### src/osr_pkg.sv
// ----------------------------------------------------------------------------
// osr_pkg
// Shared constants and types for the operand stack with roll.
// ----------------------------------------------------------------------------
`default_nettype none

package osr_pkg;

    localparam int unsigned STACK_CAPACITY = 256;
    localparam int unsigned ADDR_W = (STACK_CAPACITY > 1) ? $clog2(STACK_CAPACITY) : 1;
    localparam int unsigned CNT_W  = $clog2(STACK_CAPACITY + 1);

    localparam logic [2:0] REQ_PUSH   = 3'd0;
    localparam logic [2:0] REQ_POP    = 3'd1;
    localparam logic [2:0] REQ_DROP   = 3'd2;
    localparam logic [2:0] REQ_CLEAR  = 3'd3;
    localparam logic [2:0] REQ_INDEX  = 3'd4;
    localparam logic [2:0] REQ_EXCH   = 3'd5;
    localparam logic [2:0] REQ_ROLL   = 3'd6;
    localparam logic [2:0] REQ_UNUSED = 3'd7;

    localparam logic [1:0] ST_OK    = 2'd0;
    localparam logic [1:0] ST_FULL  = 2'd1;
    localparam logic [1:0] ST_EMPTY = 2'd2;

    localparam logic CFG_MAX_DEPTH   = 1'b0;
    localparam logic CFG_CHECK_DEPTH = 1'b1;

    typedef logic [63:0] word_t;

    typedef struct packed {
        logic        we;
        logic [ADDR_W-1:0] waddr;
        word_t       wdata;
        logic        re;
        logic [ADDR_W-1:0] raddr;
    } mem_req_t;

endpackage

`default_nettype wire

### src/osr_divider.sv
// ----------------------------------------------------------------------------
// osr_divider
// Restoring remainder unit: one quotient bit per cycle, 17-bit dividend.
// ----------------------------------------------------------------------------
`default_nettype none

module osr_divider (
    input  wire logic                     clk,
    input  wire logic                     rst_n,
    input  wire logic                     start,
    input  wire logic [16:0]              dividend,
    input  wire logic [osr_pkg::CNT_W-1:0] divisor,
    output logic                          done,
    output logic [osr_pkg::CNT_W-1:0]     remainder
);
    import osr_pkg::*;

    localparam int unsigned REM_W = CNT_W + 1;

    logic [16:0]      quo_reg, quo_next;
    logic [REM_W-1:0] rem_reg, rem_next;
    logic [4:0]       cnt_reg, cnt_next;
    logic             busy_reg, busy_next;
    logic             done_reg, done_next;
    logic [REM_W-1:0] trial;

    always_comb
    begin
        quo_next  = quo_reg;
        rem_next  = rem_reg;
        cnt_next  = cnt_reg;
        busy_next = busy_reg;
        done_next = 1'b0;
        trial     = {rem_reg[REM_W-2:0], quo_reg[16]};
        if (start)
        begin
            quo_next  = dividend;
            rem_next  = '0;
            cnt_next  = 5'd17;
            busy_next = 1'b1;
        end
        else if (busy_reg)
        begin
            quo_next = {quo_reg[15:0], 1'b0};
            if (trial >= {1'b0, divisor})
            begin
                rem_next = trial - {1'b0, divisor};
            end
            else
            begin
                rem_next = trial;
            end
            cnt_next = cnt_reg - 5'd1;
            if (cnt_reg == 5'd1)
            begin
                busy_next = 1'b0;
                done_next = 1'b1;
            end
        end
    end

    always_ff @(posedge clk or negedge rst_n)
    begin
        if (!rst_n)
        begin
            busy_reg <= 1'b0;
            done_reg <= 1'b0;
            cnt_reg  <= '0;
        end
        else
        begin
            busy_reg <= busy_next;
            done_reg <= done_next;
            cnt_reg  <= cnt_next;
        end
    end

    always_ff @(posedge clk)
    begin
        quo_reg <= quo_next;
        rem_reg <= rem_next;
    end

    assign done      = done_reg;
    assign remainder = rem_reg[CNT_W-1:0];

endmodule

`default_nettype wire

### config.mk
export PLATFORM = sky130hd
export DESIGN_NAME = osr_divider
export DESIGN_NICKNAME = d
export VERILOG_FILES = /design/src/osr_pkg.sv /design/src/osr_divider.sv
export SDC_FILE = /design/constraint.sdc
export NUM_CORES = 1
export LEC_CHECK = 0
export BUFFER_PORTS_ARGS = -buffer_cell sky130_fd_sc_hd__clkbuf_2
export CAP_MARGIN = 20
export CORE_MARGIN = 2
export CORE_UTILIZATION = 54
export DETAILED_ROUTE_END_ITERATION = 10
export GPL_TIMING_DRIVEN = 1
export PLACE_DENSITY = 0.84
export SLEW_MARGIN = 5
export SYNTH_ARGS = -nofsm -noshare
export SYNTH_HDL_FRONTEND = slang
export SYNTH_SLANG_ARGS = --single-unit
### constraint.sdc
create_clock -name clk -period 3.1 [get_ports clk]
set_input_delay 0.62 -clock clk [delete_from_list [all_inputs] [get_ports clk]]
set_output_delay 0.62 -clock clk [all_outputs]
set_load 0.005 [all_outputs]
After elaboration in Yosys (flattened, before gate mapping):

Cells that the tools add are included.

* logic and storage cells: 21
* register bits: 33
* output and inout port bits: 10
* input bits: 29

* order comparisons: 1
* reduce and logical (&&, ||, !) cells: 1
* add/subtract/negate cells: 2
* mux-type cells: 11
* equal/unequal tests: 1

Operator list (count)
* $mux W17: 2
* $ge A10 B9 Y1: 1
* $mux W5: 2
* $mux W9: 1
* $sub A9 B9 Y9: 1
* $mux W1: 6
* $eq A5 B1 Y1 const B: 1
* $sub A5 B1 Y5 const B: 1
* $reduce_bool A2 Y1: 1

Depth between registers and ports, before layout:

* depth in word-level cells: 4
* gate-level depth with buffers: 10
* depth with buffers taken out: 9

Worst setup path before layout:

Ideal clock, no wire load.

* path kind: input to register
* from: in divisor[0] in the netlist's numbering
* to: reg rem_reg[0]
* required time: 3012 ps
* slack: 762 ps
* buffers on the path: 1
* library setup time: 88 ps
* arrival time: 2250 ps
* stages on the path: 9
* cell sequence: ha_1 > inv_1 > fa_1 > a211oi_2 > o21ai_2 > a31oi_4 > buf_6 > nand2_2 > a311oi_2

* word-level cells in the longest chain between the ends: 2
* elaborated cells on any way between the ends: 3
* classes of those cells: 1 x add/sub; 1 x order compare; 1 x mux

RTL lines
* start, declared: RTL line osr_divider.sv:12 `input wire logic [osr_pkg::CNT_W-1:0] divisor,`
* $sub A9 B9 Y9 or $ge A10 B9 Y1 (tied branches): RTL line osr_divider.sv:47, osr_divider.sv:45
* $mux W9 (*): RTL line osr_divider.sv:45 `if (trial >= {1'b0, divisor})`
* end signal, assigned: RTL line osr_divider.sv:81 `rem_reg <= rem_next;`
* end, declared: RTL line osr_divider.sv:21 `logic [REM_W-1:0] rem_reg, rem_next;`

Mark *: on every way between the ends. The rest lies on a longest branch, timed or not.
A chain may end at the register's enable or synchronous reset.

Worst setup path after layout:

* from: reg quo_reg[16]
* to: reg rem_reg[0]

* word-level cells in the longest chain between the ends: 2
* elaborated cells on any way between the ends: 3
* classes of those cells: 1 x add/sub; 1 x order compare; 1 x mux

RTL lines
* start, declared: RTL line osr_divider.sv:20 `logic [16:0] quo_reg, quo_next;`
* start signal, assigned: RTL line osr_divider.sv:80 `quo_reg <= quo_next;`
* $sub A9 B9 Y9 or $ge A10 B9 Y1 (tied branches): RTL line osr_divider.sv:47, osr_divider.sv:45
* $mux W9 (*): RTL line osr_divider.sv:45

Marks and branches as above.

==> out/metrics.yaml <==
final_nets: 246
final_util_pct: 64.4
ios: 39
stdcell_count: 252
tightest_slew_ns: 0.608
cts_tree: "yes"
rsz0062_at_grt: "no"
synthXorXnorAreaFrac_pct: 4.16
nFillCells: 313
dr.pass1.iters: 4
crit_chain: "inv_1, ha_1, inv_1, fa_1, a211oi_2, o21ai_2, a31oi_4, nand2_2, a311oi_2"
ys_warn_count: 0
endpoint_kind: "flop"
post_cts_resized: 0
hold_buffers: 0
clock_sinks: 33
die_w_um: 63.3
port_buffers: 38
root_buffer: "clkbuf_4"
routed_wirelength_mm: 3.45
synth_edf_count: 17
ys_seq_elements: 33
synth-simple-area-share_pct: 10.4
die_y_um: 63.3
drc: 0
min_path_type: "primary input to async pin"
async_flop_share_pct: 21.2
fin_crit_ns: 2.43
crit_fanout: 14
slew_headroom_pct: 59.4
critPathMostFrequentCell: "inv_1"
regToRegEndpoint: "rem_reg[0]$_SDFFE_PP0P_"
ir_drop_mv: 0.464
clock_latency_ns: 0.32
layout_commonest_cell: "clkbuf_2"
start_util_pct: 56.4
hold_viol_final: 0
critPathLaunchType: "flop"
netlist_instances: 165
max_cap_viol_count: 0
final_cell_mix: "clkbuf_2 (38), edfxtp_1 (17), mux2_2 (16)"
finalClockSkew_ns: 0.00450
gp_congestion: 0.796
syn_area_mm2: 0.00190
synth_compound_area_share_pct: 16.0
clk_path_buf_depth: 2
cpMaxStageDelayCell: "edfxtp_1"
cp-startpoint: "quo_reg[16]$_DFFE_PP_"
drt_iter0_drc: 62
syn_avg_cell_area_um2: 11.5
htree_levels: 2
placed_cells: 244
grt_pass1_wl_mm: 6.09
total_leakage_power_nw: 0.949
synthesis.nets: 206
reg2reg_from: "quo_reg[16]$_DFFE_PP_"
cp_data_arrival_time_ns: 2.67
finalSetupTns_ns: 0
die_area_mm2: 0.00400
grt_usage_pct: 19.5
synth_fa_ha_area_share_pct: 8.31
grt_start_max_net_pins: 28
avgViaCountPerCell: 5.45
crit_type: "flop to flop"
ys_seq_area_share_pct: 45.6
ys_types: 44
r2r_setup_slack_ns: 0.67
grt_pass1_vias: 1349
setup_viol: 0
clkTransAtPathRegs_ns: 0.10
post_cts_buffers: 0
worstPathRequired_ns: 3.34
fin_crit_sh_pct: 78.5
rows: 21
power_density_mw_per_mm2: 796
setup.worst_path.end: "rem_reg[0]$_SDFFE_PP0P_"
routedWlPerCell_um: 13.7
grt-ovfl-total: 0
muxShareOfSynthArea_pct: 10.6
via_count: 1374
dp_hpwl_mm: 2.65
max_stage_delay_ns: 0.43
worst-r2r-cell-count: 9
synth-main-ff-cell: "edfxtp_1"
syn2layout_area_growth_pct: 14.1
synth_top_family_by_area: "compound AO/OA/AOI/OAI gates"
final_layout_size_suffix_gt1_share_pct: 34.0
cts_made_buffers: 5
antenna_found_initial: 0
largest_reg_flops: 17
fp.coreArea_mm2: 0.00336
fmax_mhz: 411
status: "finished, final reports clean"
diodes: 0
drv_slew: 0
ant_nets: 0
metrics by stage:
stage | hold slack (ns) | total power [mW] | area (um2) | setup slack (ns)
6_report | 0.117 | 1.72 | 2160 | 0.665
5_1_grt | 0.107 | 1.86 | 2160 | 0.450
3_5_place_dp | 0.467 | 1.51 | 2110 | 0.498
4_1_cts | 0.114 | 1.73 | 2160 | 0.661
2_1_floorplan | 0.324 | 1.34 | 1900 | 0.762
3_3_place_gp | 0.462 | 1.49 | 2110 | 0.526
worst max-delay path: cells and delay by family, from the launching register on:
family | cells | cell delay (ns)
flops | 1 | 0.43
compound gates | 4 | 1.09
simple gates | 1 | 0.10
fa+ha+maj | 2 | 0.57
buf+inv | 2 | 0.15
how the worst min path moves through the flow:
stage | cells after the start | from | endpoint | slack, ns
finish | 1 | rst_n | cnt_reg[1]$_DFFE_PN0P_ | 0.12
global placement | 1 | rst_n | cnt_reg[3]$_DFFE_PN0P_ | 0.46
floorplan | 0 | rst_n | busy_reg$_DFF_PN0_ | 0.32
global route | 1 | rst_n | cnt_reg[0]$_DFFE_PN0P_ | 0.11
detailed placement | 1 | rst_n | cnt_reg[1]$_DFFE_PN0P_ | 0.47
CTS | 1 | rst_n | cnt_reg[1]$_DFFE_PN0P_ | 0.11
where the power goes:
group | leakage [nW] | internal (mW) | switching [mW]
clock network | 0.0300 | 0.0819 | 0.132
logic | 0.581 | 0.366 | 0.430
registers | 0.338 | 0.604 | 0.109
total | 0.949 | 1.05 | 0.671
cell type report:
type                       instances  area [um2]  share of cell area [%]
multi-input combinational        111         937                    43.3
sequential                        33         866                    40.0
timing repair buffer              39         198                    9.13
tap                               46        57.6                    2.66
inverter                          15        56.3                    2.60
clock buffer                       5        37.5                    1.73
clock inverter                     3        12.5                   0.578
cell families (layout without fill, tap and decap cells):
group | after synthesis | in the layout
xor gates and xnor gates | 9 | 9
adders and majority gates | 12 | 12
buffers and inverters | 21 | 62
and+or+nand+nor | 39 | 39
DFF | 33 | 33
AOI/OAI and AO/OA | 33 | 33
muxes | 18 | 18
layer usage:
layer,share of wire [%],GRT usage [%]
met1,46,25.0
met5,0,0
met3,3.9,5.18
met2,49,32.0
met4,2.0,6.79
cell usage after synthesis, drive strengths merged, types with 2 or more instances:
library cell  count  area share [%]
dfrtp             7             9.2
mux2             16             9.5
nor2b             2            0.66
a211oi            4             1.8
a21o              2            0.79
a32oi             3             1.4
edfxtp           17              27
xnor2             6             2.8
o211ai            2            0.79
ha               11             7.3
dfxtp             9             9.5
xor2              3             1.4
o21ai             6             1.8
nand3             5             1.3
inv              15             3.0
o2111ai           2            0.92
o311ai            3             1.4
mux2i             2             1.1
buf               5             1.8
nor2             10             2.0
o31ai             4             2.3
nand2            10             2.1
nand2b            4             1.3
a21oi             2            0.53
Note: power is estimated with default switching activity, not from simulation.
